`config.mk`:
```
export PLATFORM = sky130hd
export DESIGN_NAME = serial_channel_flag_controller_unit_flat
export DESIGN_NICKNAME = d
export VERILOG_FILES = /design/src/rtl/scfc_pkg.sv /design/src/rtl/scfc_if.sv /design/src/rtl/scfc_flag_logic.sv /design/src/rtl/serial_channel_flag_controller_unit.sv /design/src/flat_wrapper.sv
export SDC_FILE = /design/constraint.sdc
export NUM_CORES = 1
export LEC_CHECK = 0
export BUFFER_PORTS_ARGS = -buffer_cell sky130_fd_sc_hd__buf_2
export CORE_AREA = 4 4 75 77
export DETAILED_ROUTE_END_ITERATION = 8
export DIE_AREA = 0 0 79 81
export PLACE_DENSITY = 0.84
export REMOVE_ABC_BUFFERS = 1
export SYNTH_ARGS = -nofsm -noshare
export SYNTH_HDL_FRONTEND = slang
export SYNTH_SLANG_ARGS = --single-unit
```
`constraint.sdc`:
```
create_clock -name clock -period 3.3 [get_ports clock]
set_input_delay 0.66 -clock clock [delete_from_list [all_inputs] [get_ports clock]]
set_output_delay 0.66 -clock clock [all_outputs]
set_load 0.01 [all_outputs]
```
`src/rtl/scfc_pkg.sv`:
```
// Shared types and codes for the serial channel flag controller.
package scfc_pkg;

   // Event codes
   localparam logic [2:0] OP_FRAME   = 3'd0;
   localparam logic [2:0] OP_POLL    = 3'd1;
   localparam logic [2:0] OP_READY   = 3'd2;
   localparam logic [2:0] OP_SUSPEND = 3'd3;
   localparam logic [2:0] OP_RESUME  = 3'd4;
   localparam logic [2:0] OP_CLOSE   = 3'd5;
   localparam logic [2:0] OP_OPEN    = 3'd6;

   // Status codes
   localparam logic [2:0] ST_OK           = 3'd0;
   localparam logic [2:0] ST_BUSY         = 3'd1;
   localparam logic [2:0] ST_INVALID      = 3'd2;
   localparam logic [2:0] ST_START_FAILED = 3'd3;
   localparam logic [2:0] ST_RECV_FAILED  = 3'd4;

   // Send outcome codes (codes 2 and 3 behave as errors)
   localparam logic [1:0] SEND_MORE  = 2'd0;
   localparam logic [1:0] SEND_DONE  = 2'd1;

   // Register indexes
   localparam int unsigned CSR_ADDR_W = 4;
   localparam logic [1:0] REG_RECEIVER_MODE      = 2'd0;
   localparam logic [1:0] REG_RECEIVE_CAPABLE    = 2'd1;
   localparam logic [1:0] REG_READY_HOOK_PRESENT = 2'd2;

   typedef struct packed {
      logic [2:0] operation;
      logic       frame_is_data_in;
      logic       frame_err_in;
      logic       frame_first_in;
      logic       frame_last_in;
      logic       payload_present;
      logic       start_failed;
      logic       receive_failed;
      logic [1:0] send_outcome;
      logic       send_empty;
      logic       room_ok;
      logic       close_success;
   } req_type;

   typedef struct packed {
      logic [2:0] status;
      logic       frame_valid;
      logic       frame_is_data_out;
      logic       frame_err_out;
      logic       frame_first_out;
      logic       frame_last_out;
      logic       frame_payload_out;
      logic       ready_pulse;
      logic       closed_event;
      logic       closed_ok;
      logic       is_open;
      logic       has_error;
   } rsp_type;

   typedef struct packed {
      logic receiver_mode;
      logic receive_capable;
      logic ready_hook_present;
   } cfg_type;

   typedef struct packed {
      logic open;
      logic opening;
      logic pending;
      logic error;
      logic suspended;
   } flags_type;

endpackage

```
`src/rtl/scfc_if.sv`:
```
// Valid/ready channel interfaces for event and result transfers.
interface scfc_req_if;
   logic              valid;
   logic              ready;
   scfc_pkg::req_type data;

   modport source (output valid, output data, input ready);
   modport sink (input valid, input data, output ready);
endinterface

interface scfc_rsp_if;
   logic              valid;
   logic              ready;
   scfc_pkg::rsp_type data;

   modport source (output valid, output data, input ready);
   modport sink (input valid, input data, output ready);
endinterface

```
`src/rtl/scfc_flag_logic.sv`:
```
// Next-flag and result logic for one event.
module scfc_flag_logic (
   input  scfc_pkg::cfg_type   cfg,
   input  scfc_pkg::flags_type flags,
   input  scfc_pkg::req_type   req,
   output scfc_pkg::flags_type flags_next,
   output scfc_pkg::rsp_type   rsp
);

   typedef struct packed {
      scfc_pkg::flags_type f;
      logic                ready;
      logic                closed;
      logic                closed_ok;
   } work_type;

   // Close: only acts on an open channel; a failed close queues an error frame
   function automatic work_type close_step(work_type w, logic success);
      work_type r;
      r = w;
      if (w.f.open) begin
         r.f.open = 1'b0;
         if (!success) begin
            r.f.error   = 1'b1;
            r.f.pending = 1'b1;
         end
         r.closed    = 1'b1;
         r.closed_ok = success;
      end
      return r;
   endfunction

   // Open: failed start keeps the channel open with an error pending
   function automatic work_type open_step(work_type w, logic fail, logic hook);
      work_type r;
      r = w;
      if (!w.f.open) begin
         r.f.open    = 1'b1;
         r.f.pending = 1'b1;
         r.ready     = w.ready | hook;
         if (fail) begin
            r.f.error = 1'b1;
         end else begin
            r.f.error   = 1'b0;
            r.f.opening = 1'b1;
         end
      end
      return r;
   endfunction

   function automatic logic [2:0] open_code(work_type w, logic fail);
      return (!w.f.open && fail) ? scfc_pkg::ST_START_FAILED : scfc_pkg::ST_OK;
   endfunction

   work_type   w;
   logic [2:0] st;
   logic       done;
   logic       bad;
   logic       is_last;
   logic       fv, fdata, ferr, ffirst, flast, fpay;

   // Event decode
   always_comb begin
      w.f       = flags;
      w.ready   = 1'b0;
      w.closed  = 1'b0;
      w.closed_ok = 1'b0;
      st      = scfc_pkg::ST_OK;
      done    = 1'b0;
      bad     = req.send_outcome[1];
      is_last = (req.send_outcome == scfc_pkg::SEND_DONE) || req.send_outcome[1];
      fv      = 1'b0;
      fdata   = 1'b0;
      ferr    = 1'b0;
      ffirst  = 1'b0;
      flast   = 1'b0;
      fpay    = 1'b0;

      case (req.operation)
         scfc_pkg::OP_FRAME: begin
            if (req.frame_is_data_in) begin
               // DATA header
               if (req.frame_err_in) begin
                  w    = close_step(w, 1'b0);
                  done = 1'b1;
               end else if (req.frame_first_in) begin
                  if (w.f.open && !w.f.opening) begin
                     st   = scfc_pkg::ST_BUSY;
                     done = 1'b1;
                  end else begin
                     st = open_code(w, req.start_failed);
                     w  = open_step(w, req.start_failed, cfg.ready_hook_present);
                     if (st != scfc_pkg::ST_OK) begin
                        done = 1'b1;
                     end else begin
                        w.f.opening = 1'b0;
                     end
                  end
               end else if (!w.f.open) begin
                  st   = scfc_pkg::ST_INVALID;
                  done = 1'b1;
               end
               if (!done && req.payload_present) begin
                  if (!cfg.receive_capable) begin
                     w    = close_step(w, 1'b0);
                     st   = scfc_pkg::ST_INVALID;
                     done = 1'b1;
                  end else if (req.receive_failed) begin
                     w    = close_step(w, 1'b0);
                     st   = scfc_pkg::ST_RECV_FAILED;
                     done = 1'b1;
                  end
               end
               if (!done && req.frame_last_in) begin
                  w = close_step(w, 1'b1);
               end
            end else begin
               // ACK header
               if (req.frame_err_in) begin
                  w = close_step(w, 1'b0);
               end else if (!w.f.suspended) begin
                  if (cfg.receiver_mode) begin
                     w.ready = cfg.ready_hook_present;
                  end else begin
                     st = open_code(w, req.start_failed);
                     w  = open_step(w, req.start_failed, cfg.ready_hook_present);
                  end
               end
            end
            if (st != scfc_pkg::ST_OK) begin
               w.f.error   = 1'b1;
               w.f.pending = 1'b1;
            end
         end
         scfc_pkg::OP_POLL: begin
            if (!req.room_ok) begin
               st = scfc_pkg::ST_INVALID;
            end else if (w.f.pending) begin
               w.f.pending = 1'b0;
               if (w.f.error) begin
                  // error frame, channel drops without a close event
                  w.f.error   = 1'b0;
                  fv          = 1'b1;
                  fdata       = !cfg.receiver_mode;
                  ferr        = 1'b1;
                  ffirst      = w.f.opening;
                  w.f.opening = 1'b0;
                  flast       = 1'b1;
                  w.f.open    = 1'b0;
               end else if (w.f.open) begin
                  if (cfg.receiver_mode) begin
                     fv = 1'b1;
                  end else if (req.send_empty &&
                               (req.send_outcome == scfc_pkg::SEND_MORE)) begin
                     w.f.pending = 1'b1;
                  end else begin
                     fv          = 1'b1;
                     fdata       = 1'b1;
                     ferr        = bad;
                     ffirst      = w.f.opening;
                     w.f.opening = 1'b0;
                     flast       = is_last;
                     fpay        = !req.send_empty;
                     if (is_last) begin
                        w = close_step(w, !bad);
                     end else begin
                        w.ready = cfg.ready_hook_present;
                     end
                  end
               end
            end
         end
         scfc_pkg::OP_READY: begin
            if (!cfg.receiver_mode || w.f.opening) begin
               w.f.pending = 1'b1;
            end
         end
         scfc_pkg::OP_SUSPEND: begin
            w.f.suspended = 1'b1;
         end
         scfc_pkg::OP_RESUME: begin
            w.f.suspended = 1'b0;
            w.ready       = cfg.ready_hook_present;
         end
         scfc_pkg::OP_CLOSE: begin
            w = close_step(w, req.close_success);
         end
         scfc_pkg::OP_OPEN: begin
            st = open_code(w, req.start_failed);
            w  = open_step(w, req.start_failed, cfg.ready_hook_present);
         end
         default: begin
            st = scfc_pkg::ST_INVALID;
         end
      endcase
   end

   // Result assembly
   assign flags_next            = w.f;
   assign rsp.status            = st;
   assign rsp.frame_valid       = fv;
   assign rsp.frame_is_data_out = fdata;
   assign rsp.frame_err_out     = ferr;
   assign rsp.frame_first_out   = ffirst;
   assign rsp.frame_last_out    = flast;
   assign rsp.frame_payload_out = fpay;
   assign rsp.ready_pulse       = w.ready;
   assign rsp.closed_event      = w.closed;
   assign rsp.closed_ok         = w.closed_ok;
   assign rsp.is_open           = w.f.open;
   assign rsp.has_error         = w.f.error;

endmodule

```
`src/rtl/serial_channel_flag_controller_unit.sv`:
```
// Top level of the serial channel flag controller.
//
//  Channel   Direction  Transfer
//  req_ch    in         one event with endpoint outcomes (valid/ready)
//  rsp_ch    out        one result per event (valid/ready)
//  csr_*     in/out     APB register writes and reads, pready tied high
//
// Each event passes the input register and then the result register. One event
// per cycle is sustained while rsp_ch is ready; the flag update sits between
// the two registers and sets that rate. Synchronous active-high reset clears
// the flags and both valid bits and sets the config defaults; payload data is
// not reset. A stalled result holds and the input register fills behind it.
module serial_channel_flag_controller_unit (
   input  logic                                clock,
   input  logic                                reset,
   scfc_req_if.sink                            req_ch,
   scfc_rsp_if.source                          rsp_ch,
   input  logic                                csr_psel,
   input  logic                                csr_penable,
   input  logic                                csr_pwrite,
   input  logic [scfc_pkg::CSR_ADDR_W-1:0]     csr_paddr,
   input  logic [31:0]                         csr_pwdata,
   output logic [31:0]                         csr_prdata,
   output logic                                csr_pready
);

   scfc_pkg::cfg_type   cfg_ff, cfg_in;
   scfc_pkg::flags_type flags_ff, flags_in;
   scfc_pkg::flags_type flags_next_w;
   scfc_pkg::req_type   in_data_ff;
   scfc_pkg::rsp_type   out_data_ff, rsp_next;
   logic                in_valid_ff, in_valid_in;
   logic                out_valid_ff, out_valid_in;
   logic                advance;
   logic                csr_write;
   logic [1:0]          csr_index;

   // Register port
   assign csr_pready = 1'b1;
   assign csr_write  = csr_psel && csr_penable && csr_pwrite && csr_pready;
   assign csr_index  = csr_paddr[3:2];

   always_comb begin
      cfg_in = cfg_ff;
      if (csr_write) begin
         case (csr_index)
            scfc_pkg::REG_RECEIVER_MODE:      cfg_in.receiver_mode      = csr_pwdata[0];
            scfc_pkg::REG_RECEIVE_CAPABLE:    cfg_in.receive_capable    = csr_pwdata[0];
            scfc_pkg::REG_READY_HOOK_PRESENT: cfg_in.ready_hook_present = csr_pwdata[0];
            default: ;
         endcase
      end
   end

   always_comb begin
      case (csr_index)
         scfc_pkg::REG_RECEIVER_MODE:      csr_prdata = {31'd0, cfg_ff.receiver_mode};
         scfc_pkg::REG_RECEIVE_CAPABLE:    csr_prdata = {31'd0, cfg_ff.receive_capable};
         scfc_pkg::REG_READY_HOOK_PRESENT: csr_prdata = {31'd0, cfg_ff.ready_hook_present};
         default:                          csr_prdata = 32'd0;
      endcase
   end

   // Pipeline control: move when the result register is free or draining
   assign advance       = in_valid_ff && (!out_valid_ff || rsp_ch.ready);
   assign req_ch.ready  = !in_valid_ff || advance;
   assign in_valid_in   = (req_ch.valid && req_ch.ready) ? 1'b1 :
                          (advance ? 1'b0 : in_valid_ff);
   assign out_valid_in  = advance ? 1'b1 :
                          (rsp_ch.ready ? 1'b0 : out_valid_ff);
   assign flags_in      = advance ? flags_next_w : flags_ff;

   scfc_flag_logic u_flag_logic (
      .cfg        (cfg_ff),
      .flags      (flags_ff),
      .req        (in_data_ff),
      .flags_next (flags_next_w),
      .rsp        (rsp_next)
   );

   // Control state
   always_ff @(posedge clock) begin
      if (reset) begin
         cfg_ff       <= '{receiver_mode: 1'b0, receive_capable: 1'b1,
                           ready_hook_present: 1'b1};
         flags_ff     <= '0;
         in_valid_ff  <= 1'b0;
         out_valid_ff <= 1'b0;
      end else begin
         cfg_ff       <= cfg_in;
         flags_ff     <= flags_in;
         in_valid_ff  <= in_valid_in;
         out_valid_ff <= out_valid_in;
      end
   end

   // Payload registers
   always_ff @(posedge clock) begin
      if (req_ch.valid && req_ch.ready) begin
         in_data_ff <= req_ch.data;
      end
      if (advance) begin
         out_data_ff <= rsp_next;
      end
   end

   assign rsp_ch.valid = out_valid_ff;
   assign rsp_ch.data  = out_data_ff;

`ifndef NO_ASSERTIONS
   a_advance_loads: assert property (@(posedge clock) disable iff (reset)
      advance |=> out_valid_ff)
      else $error("result register not loaded after advance");

   a_input_holds: assert property (@(posedge clock) disable iff (reset)
      (in_valid_ff && !advance) |=> (in_valid_ff && $stable(in_data_ff)))
      else $error("input register lost a waiting event");

   a_frame_bits_quiet: assert property (@(posedge clock) disable iff (reset)
      (out_valid_ff && !out_data_ff.frame_valid) |->
      (!out_data_ff.frame_is_data_out && !out_data_ff.frame_err_out &&
       !out_data_ff.frame_first_out && !out_data_ff.frame_last_out &&
       !out_data_ff.frame_payload_out))
      else $error("header bits set without a frame");

   a_close_ok_event: assert property (@(posedge clock) disable iff (reset)
      (out_valid_ff && out_data_ff.closed_ok) |-> out_data_ff.closed_event)
      else $error("close success without close event");

   a_closed_not_open: assert property (@(posedge clock) disable iff (reset)
      (out_valid_ff && out_data_ff.closed_event) |-> !out_data_ff.is_open)
      else $error("channel still open after close event");
`endif

endmodule
```
`src/flat_wrapper.sv`:
```
// flat-port wrapper written by rule: the top's interface ports become plain ports
module serial_channel_flag_controller_unit_flat 
  (clock, reset, csr_psel, csr_penable, csr_pwrite, csr_paddr, csr_pwdata, csr_prdata, csr_pready, req_ch_valid, req_ch_data, req_ch_ready, rsp_ch_valid, rsp_ch_data, rsp_ch_ready);
  scfc_req_if req_ch_i ();
  scfc_rsp_if rsp_ch_i ();
  input  logic clock;
  input  logic reset;
  input  logic csr_psel;
  input  logic csr_penable;
  input  logic csr_pwrite;
  input  logic [scfc_pkg::CSR_ADDR_W-1:0] csr_paddr;
  input  logic [31:0] csr_pwdata;
  output logic [31:0] csr_prdata;
  output logic csr_pready;
  input wire logic [$bits(req_ch_i.valid)-1:0] req_ch_valid;
  input wire logic [$bits(req_ch_i.data)-1:0] req_ch_data;
  output wire logic [$bits(req_ch_i.ready)-1:0] req_ch_ready;
  output wire logic [$bits(rsp_ch_i.valid)-1:0] rsp_ch_valid;
  output wire logic [$bits(rsp_ch_i.data)-1:0] rsp_ch_data;
  input wire logic [$bits(rsp_ch_i.ready)-1:0] rsp_ch_ready;
  assign req_ch_i.valid = req_ch_valid;
  assign req_ch_i.data = req_ch_data;
  assign req_ch_ready = req_ch_i.ready;
  assign rsp_ch_valid = rsp_ch_i.valid;
  assign rsp_ch_data = rsp_ch_i.data;
  assign rsp_ch_i.ready = rsp_ch_ready;
  serial_channel_flag_controller_unit u_core (.clock(clock), .reset(reset), .req_ch(req_ch_i), .rsp_ch(rsp_ch_i), .csr_psel(csr_psel), .csr_penable(csr_penable), .csr_pwrite(csr_pwrite), .csr_paddr(csr_paddr), .csr_pwdata(csr_pwdata), .csr_prdata(csr_prdata), .csr_pready(csr_pready));
endmodule
```
==> results of run 1 <==
==> layer usage <==
metal | track usage [%] | vias to the layer above
met3 | 3.77 | 14
li1 | - | 990
met5 | 0 | -
met2 | 29.1 | 91
met4 | 7.39 | 0
met1 | 21.7 | 928
==> metrics by stage <==
step	setup WS, ns	cells	util [%]	area (um2)
2_1_floorplan	1.19	255	-	2360
3_3_place_gp	0.816	368	53.2	2670
3_5_place_dp	0.826	368	53.2	2670
4_1_cts	0.808	376	54.9	2750
5_1_grt	0.559	376	54.9	2750
6_report	0.789	376	54.9	2750
==> cells by family (layout without fill, tap and decap cells) <==
kind of cell    after synthesis  count (layout)  synth area share [%]
compound gates               75              75                  20.1
fa+ha+maj                     6               6                  2.96
buf+inv                      55              63                  13.1
flops                        39              39                  42.3
mux                           6               6                  2.42
other cells                   2              32                 0.296
simple gates                 85              85                  18.8
==> where the power goes <==
part | internal, mW | switching, mW
Combinational | 0.0620 | 0.106
Clock | 0.148 | 0.153
Sequential | 0.553 | 0.0284
Total | 0.763 | 0.287
==> how the worst max path moves through the flow <==
stage | slack (ns) | depth (start not counted) | end
after global placement | 0.82 | 7 | u_core.rsp_ch.data[2]
final | 0.79 | 7 | u_core.rsp_ch.data[2]
after floorplan | 1.19 | 7 | u_core.rsp_ch.data[2]
after global routing | 0.56 | 7 | u_core.rsp_ch.data[2]
after CTS | 0.81 | 7 | u_core.rsp_ch.data[2]
after detailed placement | 0.83 | 7 | u_core.rsp_ch.data[4]
==> cell usage in the layout, fill, tap and decap left out, drive strengths merged, types with 3 or more instances in the layout <==
cell type  Yosys  layout
edfxtp        29      29
inv           11      11
o32ai          4       4
nand3b         4       4
nor3b          3       3
dfxtp         10      10
mux2i          5       5
o2111ai        3       3
nand4          3       3
nor3          10      10
o21ai         13      13
nand2         19      19
clkbuf         7       7
conb           2      32
a21oi         24      24
nor2b          8       8
buf           36      43
nor2          22      22
a211oi         3       3
a31oi          5       5
nand3          3       3
ha             6       6
==> area by class of cell <==
class | count | share of cell area [%]
multi-input cells | 204 | 45.2
well taps | 70 | 3.19
clock buffers | 7 | 2.78
flip-flops and latches | 39 | 39.0
repair buffers | 43 | 8.01
inverters | 12 | 1.64
clock inverters | 1 | 0.182
==> critical path: cells and delay by family, from the launching register on <==
| family | cells | cell delay (ns) |
|---|---|---|
| adders and majority gates | 1 | 0.55 |
| buffers and inverters | 1 | 0.17 |
| AOI/OAI and AO/OA | 2 | 0.41 |
| DFF | 1 | 0.42 |
| and+or+nand+nor | 3 | 0.82 |
==> state kept, by name (all words and copies together) (netlist names) <==
signal / flops
u_core.in_valid_ff: 1
u_core.cfg_ff: 3
u_core.flags_ff: 5
u_core.rsp_ch.data: 14
u_core.in_data_ff: 15
u_core.rsp_ch.valid: 1
==> flow_results.org, run 1 <==
** Synth
- The synthesized design spends more area on one cell type than any other, namely edfxtp_1.
- The synthesized design devotes to its leading area cell type 34.4% of total area.
- The synthesized netlist occupies a cell area of 2530 um2.
- The Yosys step of the flow raised 0 warnings.
- Post-synthesis cell type count :: 56
- Top cells by area, synth :: edfxtp_1 (34%), buf_4 (9.5%), dfxtp_1 (7.9%), a21oi_1 (4.7%), nor2_1 (3.3%)
- In the synthesized netlist the async set-or-reset flop fraction comes to 0%.
- Synth Instances :: 268
- Counting flops and latches in the post-synthesis netlist gives 39.
- After synthesis, flip-flops and latches occupy 42.3% of the total area.
- Most repeated cell in the gate-level netlist after synthesis :: buf_4
- Most instantiated cells after synthesis :: buf_4 (32), edfxtp_1 (29), a21oi_1 (24)
- Counting flops with a built-in enable in the synthesized netlist gives 29.
- Commonest register cell after synthesis :: edfxtp_1
- Mean area per synthesized cell :: 9.45 um2

** Layout
- Final-layout fill cell count :: 468
- The number of antenna diodes in the final layout is 0.
- Combined area of the multi-input logic cells :: 1240 um2
- Area overhead of the layout relative to synthesis :: 8.49%
- Storage cell area :: 1070 um2
- Cells with a size suffix above 1 make up 20.3% of the layout.
- After the last flow step, the layout net total stands at 369.

** Hold path
- In this run the most critical hold path is launched from u_core.flags_ff[0].
- The worst hold path terminates at u_core.flags_ff[0].
- The worst hold path passes through 2 cells.
- The path class of the tightest hold or removal check is register to register.

** Global route
- Overflow after GRT :: 0
- The number of antenna violations at the first check in global routing is 0.
- First-pass GRT wire length :: 8580 um
- Number of global-route vias before repair :: 1,822
- Pin count of the biggest net entering global routing :: 25
- Global router's overall resource usage :: 17.4%

** Die
- I/O pin count :: 107
- Die Span X :: 79 um
- Die area :: 6400 um2
- The initial utilization of the core area, before any placement, comes to 50.6%.
- The die is 81 um tall.
- Area of the core region :: 5010 um2
- Placement Rows :: 26

** Setup path
- Of all nets on the critical path, the largest fanout is 16.
- STA classifies the critical path startpoint as a register.
- Walking the worst path, the cells encountered are inv_1 -> ha_1 -> nand4b_4 -> or4_4 -> o32ai_2 -> a21oi_1 -> nor2_1.
- WP data arrival :: 2.66 ns
- The largest individual stage delay along the critical path comes from the cell ha_1.
- Classification of the worst setup path :: register to register
- Path depth of the worst reg2reg path :: 7
- In this run the register-to-register setup slack is 0.79 ns.
- In this design, the stage delay of the slowest critical-path cell is 0.55 ns.
- STA puts the critical path data required time at 3.45 ns.
- R2r endpoint :: u_core.rsp_ch.data[2]
- Element type at the critical path end :: register
- The critical path starts at u_core.in_data_ff[13].
- Worst flop-to-flop path startpoint :: u_core.in_data_ff[13]

** Clock network
- CTS Hold Bufs :: 0
- Cell at the root of the clock tree :: clkbuf_8
- The clock tree synthesis step divided the H-tree into 2 levels.
- The clock net in this run drives a total of 39 sinks.
- Number of buffers on the longest clock path :: 2
- Buffers added to address setup during post-CTS repair amount to 0.
- Clock-pin slew was measured on the worst setup and hold paths at 0.07 ns.
- In this run, post-CTS repair resized a total of 0 instances.
- TritonCTS Buffers :: 5
- The later pin in the worst-skew pair is clocked with a latency of 0.29 ns.
- TritonCTS built the clock tree.

** Detailed routing
- After detailed routing, the number of remaining DRC violations is 0.
- After detailed routing, the total wire length is 5470 um.
- The routed design uses 2600 um of met2 wire.
- The routed layout has 2,023 vias.
- DR iter-0 viols :: 220
- The first TritonRoute pass finished after 4 iterations.
- In the routed layout, each cell is associated on average with a via count of 5.38.
- Number of nets with antenna violations after detailed routing :: 0
- The routed design uses 433 um of met3 wire.
- In the final routed layout, each cell accounts on average for 14.6 um.
- Routed metal-1 wire length :: 2300 um
- Uppermost layer routed :: met4

** Run status
- Outcome :: complete, no violations

** Power and ir drop
- Worst ir drop on vdd :: 0.301 mV
- Total power for the finished layout comes to 1.05 mW.
- Power per Cell Area :: 382 nW/um2
- Reported leakage power :: 1.08 nW

** Place
- The HPWL after detailed placement is 4080 um.
- Routability-driven placement finished with a final weighted congestion of 0.921.
- Buffers placed on the I/O ports in this run total 41.

** Job
- Reported max-cap violation count :: 0

** Timing
- The worst path uses 76.1% of the clock period.
- Summed negative setup slack over all endpoints :: 0 ns
- Shortest clock period the worst path allows after layout :: 2.51 ns
- Final Hold Fails :: 0
- Headroom to the max-slew limit came out at 50.4%.
- At the pin with the least slew margin, the transition time is 0.744 ns.
- Setup repair after global routing left no endpoint under its margin.
- Derived from the worst setup path, the maximum achievable clock frequency is 0.398 GHz.
- Setup violations remaining at the end of the flow were counted as 0.
- Clock skew on the completed layout was measured at 0.00313 ns.
- On the final layout, the worst hold slack is 0.499 ns.
- Number of pins with negative max-slew slack in the final report :: 0
(Power assumes the default switching activity.)
==> run 2: changes to the inputs <==
--- a/config.mk
+++ b/config.mk
@@ -6,10 +6,10 @@
 export NUM_CORES = 1
 export LEC_CHECK = 0
 export BUFFER_PORTS_ARGS = -buffer_cell sky130_fd_sc_hd__buf_2
-export CORE_AREA = 4 4 75 77
+export CORE_AREA = 4 4 81 83
 export DETAILED_ROUTE_END_ITERATION = 8
-export DIE_AREA = 0 0 79 81
-export PLACE_DENSITY = 0.84
+export DIE_AREA = 0 0 85 87
+export PLACE_DENSITY = 0.76
 export REMOVE_ABC_BUFFERS = 1
 export SYNTH_ARGS = -nofsm -noshare
 export SYNTH_HDL_FRONTEND = slang
==> constraint.sdc (replaced) <==
create_clock -name clock -period 2.1 [get_ports clock]
set_input_delay 0.42 -clock clock [delete_from_list [all_inputs] [get_ports clock]]
set_output_delay 0.42 -clock clock [all_outputs]
set_load 0.01 [all_outputs]
==> run 2 against run 1 <==
Register-to-register slack got worse by 0.69 ns. Critical path type unchanged. Non-clock buffer count rose by 26. Count of clock-buffer cells in the layout fell by 2. Global-route usage fell by 0.27 points. Largest cell class unchanged. Sequential share of layout area fell by 3.1 points. Combinational power rose by 88%. Maximum frequency rose by 26%. Largest power group unchanged. Clock power rose by 110%.
==> flow_results.org, run 2 (same netlist as run 1, synthesis figures left out) <==
** Run status
- Outcome: complete, no violations (unchanged).

** Detailed routing
- The starting DRC count in detailed routing was 299 (was 220).
- The total via count in the routed design was 2,177 (was 2,023).
- The sum of routed wire length over all layers was 6080 um (was 5470 um).
- The detailed-routing iteration count for the pre-antenna-repair pass was 4 (unchanged).
- Number of nets with antenna violations after detailed routing :: 0 (unchanged)
- The average wire per cell in the routed design came to 14.9 um (was 14.6 um).
- The number of vias per cell after detailed routing came to 5.35 (was 5.38).
- Post-route DRC :: 0 (unchanged)

** Power and ir drop
- The standby leakage power came to 1.22 nW (was 1.08 nW).
- The worst-case vdd ir drop came to 0.305 mV (was 0.301 mV).
- The total power divided by cell area came to 616 nW/um2 (was 382 nW/um2).
- The total power is 1.84 mW (was 1.05 mW).

** Clock network
- The maximum number of buffers from clock root to sink came to 2 (unchanged).
- The clock buffer count from CTS came to 5 (unchanged).
- Worst skew pair latency :: 0.30 ns (was 0.29 ns)
- Clock tree from TritonCTS :: done (unchanged)
- Clock transition time at the flip-flop clock pins of the worst setup and hold paths :: 0.07 ns (about the same)
- The H-tree depth came to 2 (unchanged).
- The root buffer cell is clkbuf_8 (unchanged).
- The total clock sinks was 39 (unchanged).

** Place
- The routability congestion estimate from global placement came to 0.921 (about the same).
- The total of buffers placed on input and output ports came to 41 (unchanged).
- Hpwl dp :: 4740 um (was 4080 um)
- The area of placed instances came to 2870 um2 (was 2670 um2).
- Cell count after placement :: 399 (was 368)

** Timing
- Final Hold Fails :: 0 (unchanged)
- The post-route clock period utilization came to 95.2% (was 76.1%).
- The final-layout worst hold slack is 0.291 ns (was 0.499 ns).
- The number of max-slew violations in the final report came to 0 (unchanged).
- Final clock skew :: 0.00736 ns (was 0.00313 ns)
- Final setup violating endpoints :: 0 (unchanged)
- The fmax was 0.500 GHz (was 0.398 GHz).
- Shortest clock period the worst path allows after layout :: 2.00 ns (was 2.51 ns)
- Worst slew slack as a fraction of its limit :: 61.6% (was 50.4%)
- Tightest Pin Transition :: 0.568 ns (was 0.744 ns)

** Hold path
- HP Class :: input port to register (was register to register)
- The number of cells traversed by the worst hold path was 1 (was 2).

** Global route
- The number of global-route vias before repair is 2,012 (was 1,822).
- First-pass GRT wire length :: 9830 um (was 8580 um)
- Antenna violations before repair :: 0 (unchanged)
- The overall overflow remaining after global route is 0 (unchanged).
- Global router's overall resource usage :: 17.1% (was 17.4%)
- The maximum number of pins on one net before global-route repair came to 19 (was 25).

** Setup path
- The path depth of the worst reg2reg path came to 7 (unchanged).
- Kind of launch point of the worst setup path :: register (unchanged)
- Element type at the critical path end :: register (unchanged)
- The kind of critical path is register to register (unchanged).
- The required arrival time at the worst endpoint was 2.24 ns (was 3.45 ns).
- The highest fanout seen on the critical path was 5 (was 16).
- The data arrival time of the critical path is 2.14 ns (was 2.66 ns).

** Layout
- The share of cells above drive strength 1 came to 26.8% (was 20.3%).
- Final nets :: 395 (was 369)
- The design area came to 2990 um2 (was 2750 um2).
- Area overhead of the layout relative to synthesis :: 17.8% (was 8.49%)
- Diodes inserted :: 0 (unchanged)
- The register bank with the most flops is u_core.in_data_ff (unchanged).
- Most common cell after layout, fill and taps aside :: buf_2 (unchanged)
- The final instance count without filler cells came to 407 (was 376).
- Post-route core utilization :: 51.0% (was 54.9%)
- Most used cells in the layout excluding fill and tap cells: buf_2 (41), conb_1 (32), edfxtp_1 (29), buf_4 (28), a21oi_1 (24) (was buf_2 (41), conb_1 (32), edfxtp_1 (29), a21oi_1 (24), nor2_1 (22)).
- The number of flip-flops in the largest register was 15 (unchanged).

** Die
- Placement Rows :: 28 (was 26)
- The total I/O pin count came to 107 (unchanged).
- The initial cell density of the core was 43.3% (was 50.6%).
- Die outline height :: 87 um (was 81 um)
- Die Span X :: 85 um (was 79 um)
- The area of the core is 5850 um2 (was 5010 um2).
- The total die area came to 7400 um2 (was 6400 um2).

** Job
- Reported max-cap violation count :: 0 (unchanged)
-- run 2: routing by layer --
layer	GRT usage, %	vias to the layer above	part of all wire (%)
li1	-	1045	-
met1	21.8	1012	42
met2	28.0	105	47
met3	3.50	15	8.2
met4	7.77	0	2.9
met5	0	-	0
-- run 2: final cells by class --
type | count | area [um2]
multi-input combinational | 204 | 1250
fill | 516 | 2870
tap | 75 | 93.8
clock inverter | 3 | 38.8
sequential | 39 | 1070
inverter | 12 | 45.0
timing repair buffer | 69 | 415
clock buffer | 5 | 68.8
-- run 2: worst max-delay path, stage by stage (launching register included) --
cell	delay, ns
edfxtp_1	0.39
inv_1	0.09
ha_1	0.24
nand4b_4	0.11
or4_4	0.47
o32ai_2	0.29
a21oi_1	0.11
nor2_1	0.14
-- run 2: worst paths after layout --
| check | slack (ns) | to | start |
|---|---|---|---|
| worst max-delay path | 0.10 | u_core.rsp_ch.data[2] | u_core.in_data_ff[13] |
| worst min-delay path | 0.29 | u_core.in_data_ff[12] | req_ch_data[12] |
| worst max register to register | 0.10 | u_core.rsp_ch.data[2] | u_core.in_data_ff[13] |
| worst min register to register | 0.51 | u_core.rsp_ch.valid | u_core.in_valid_ff |
-- run 2: what timing repair did --
action                                  4_1_cts  5_1_grt
resized for setup                             0        1
hold buffers                                  0        0
endpoints found under the setup margin        0        1
endpoints found under the hold margin         0        0
setup buffers                                 0        0
-- run 2: power breakdown --
group          internal [mW]  switching (mW)
clock network          0.348           0.273
logic                  0.128           0.189
registers              0.868          0.0341
total                   1.34           0.495
-- run 2: per-stage QoR --
step	setup TNS, ns	setup WS (ns)
4_1_cts	0	0.0974
5_1_grt	-0.00312	-0.00312
6_report	0	0.101
3_5_place_dp	0	0.109
2_1_floorplan	-0.00646	-0.00646
3_3_place_gp	0	0.135
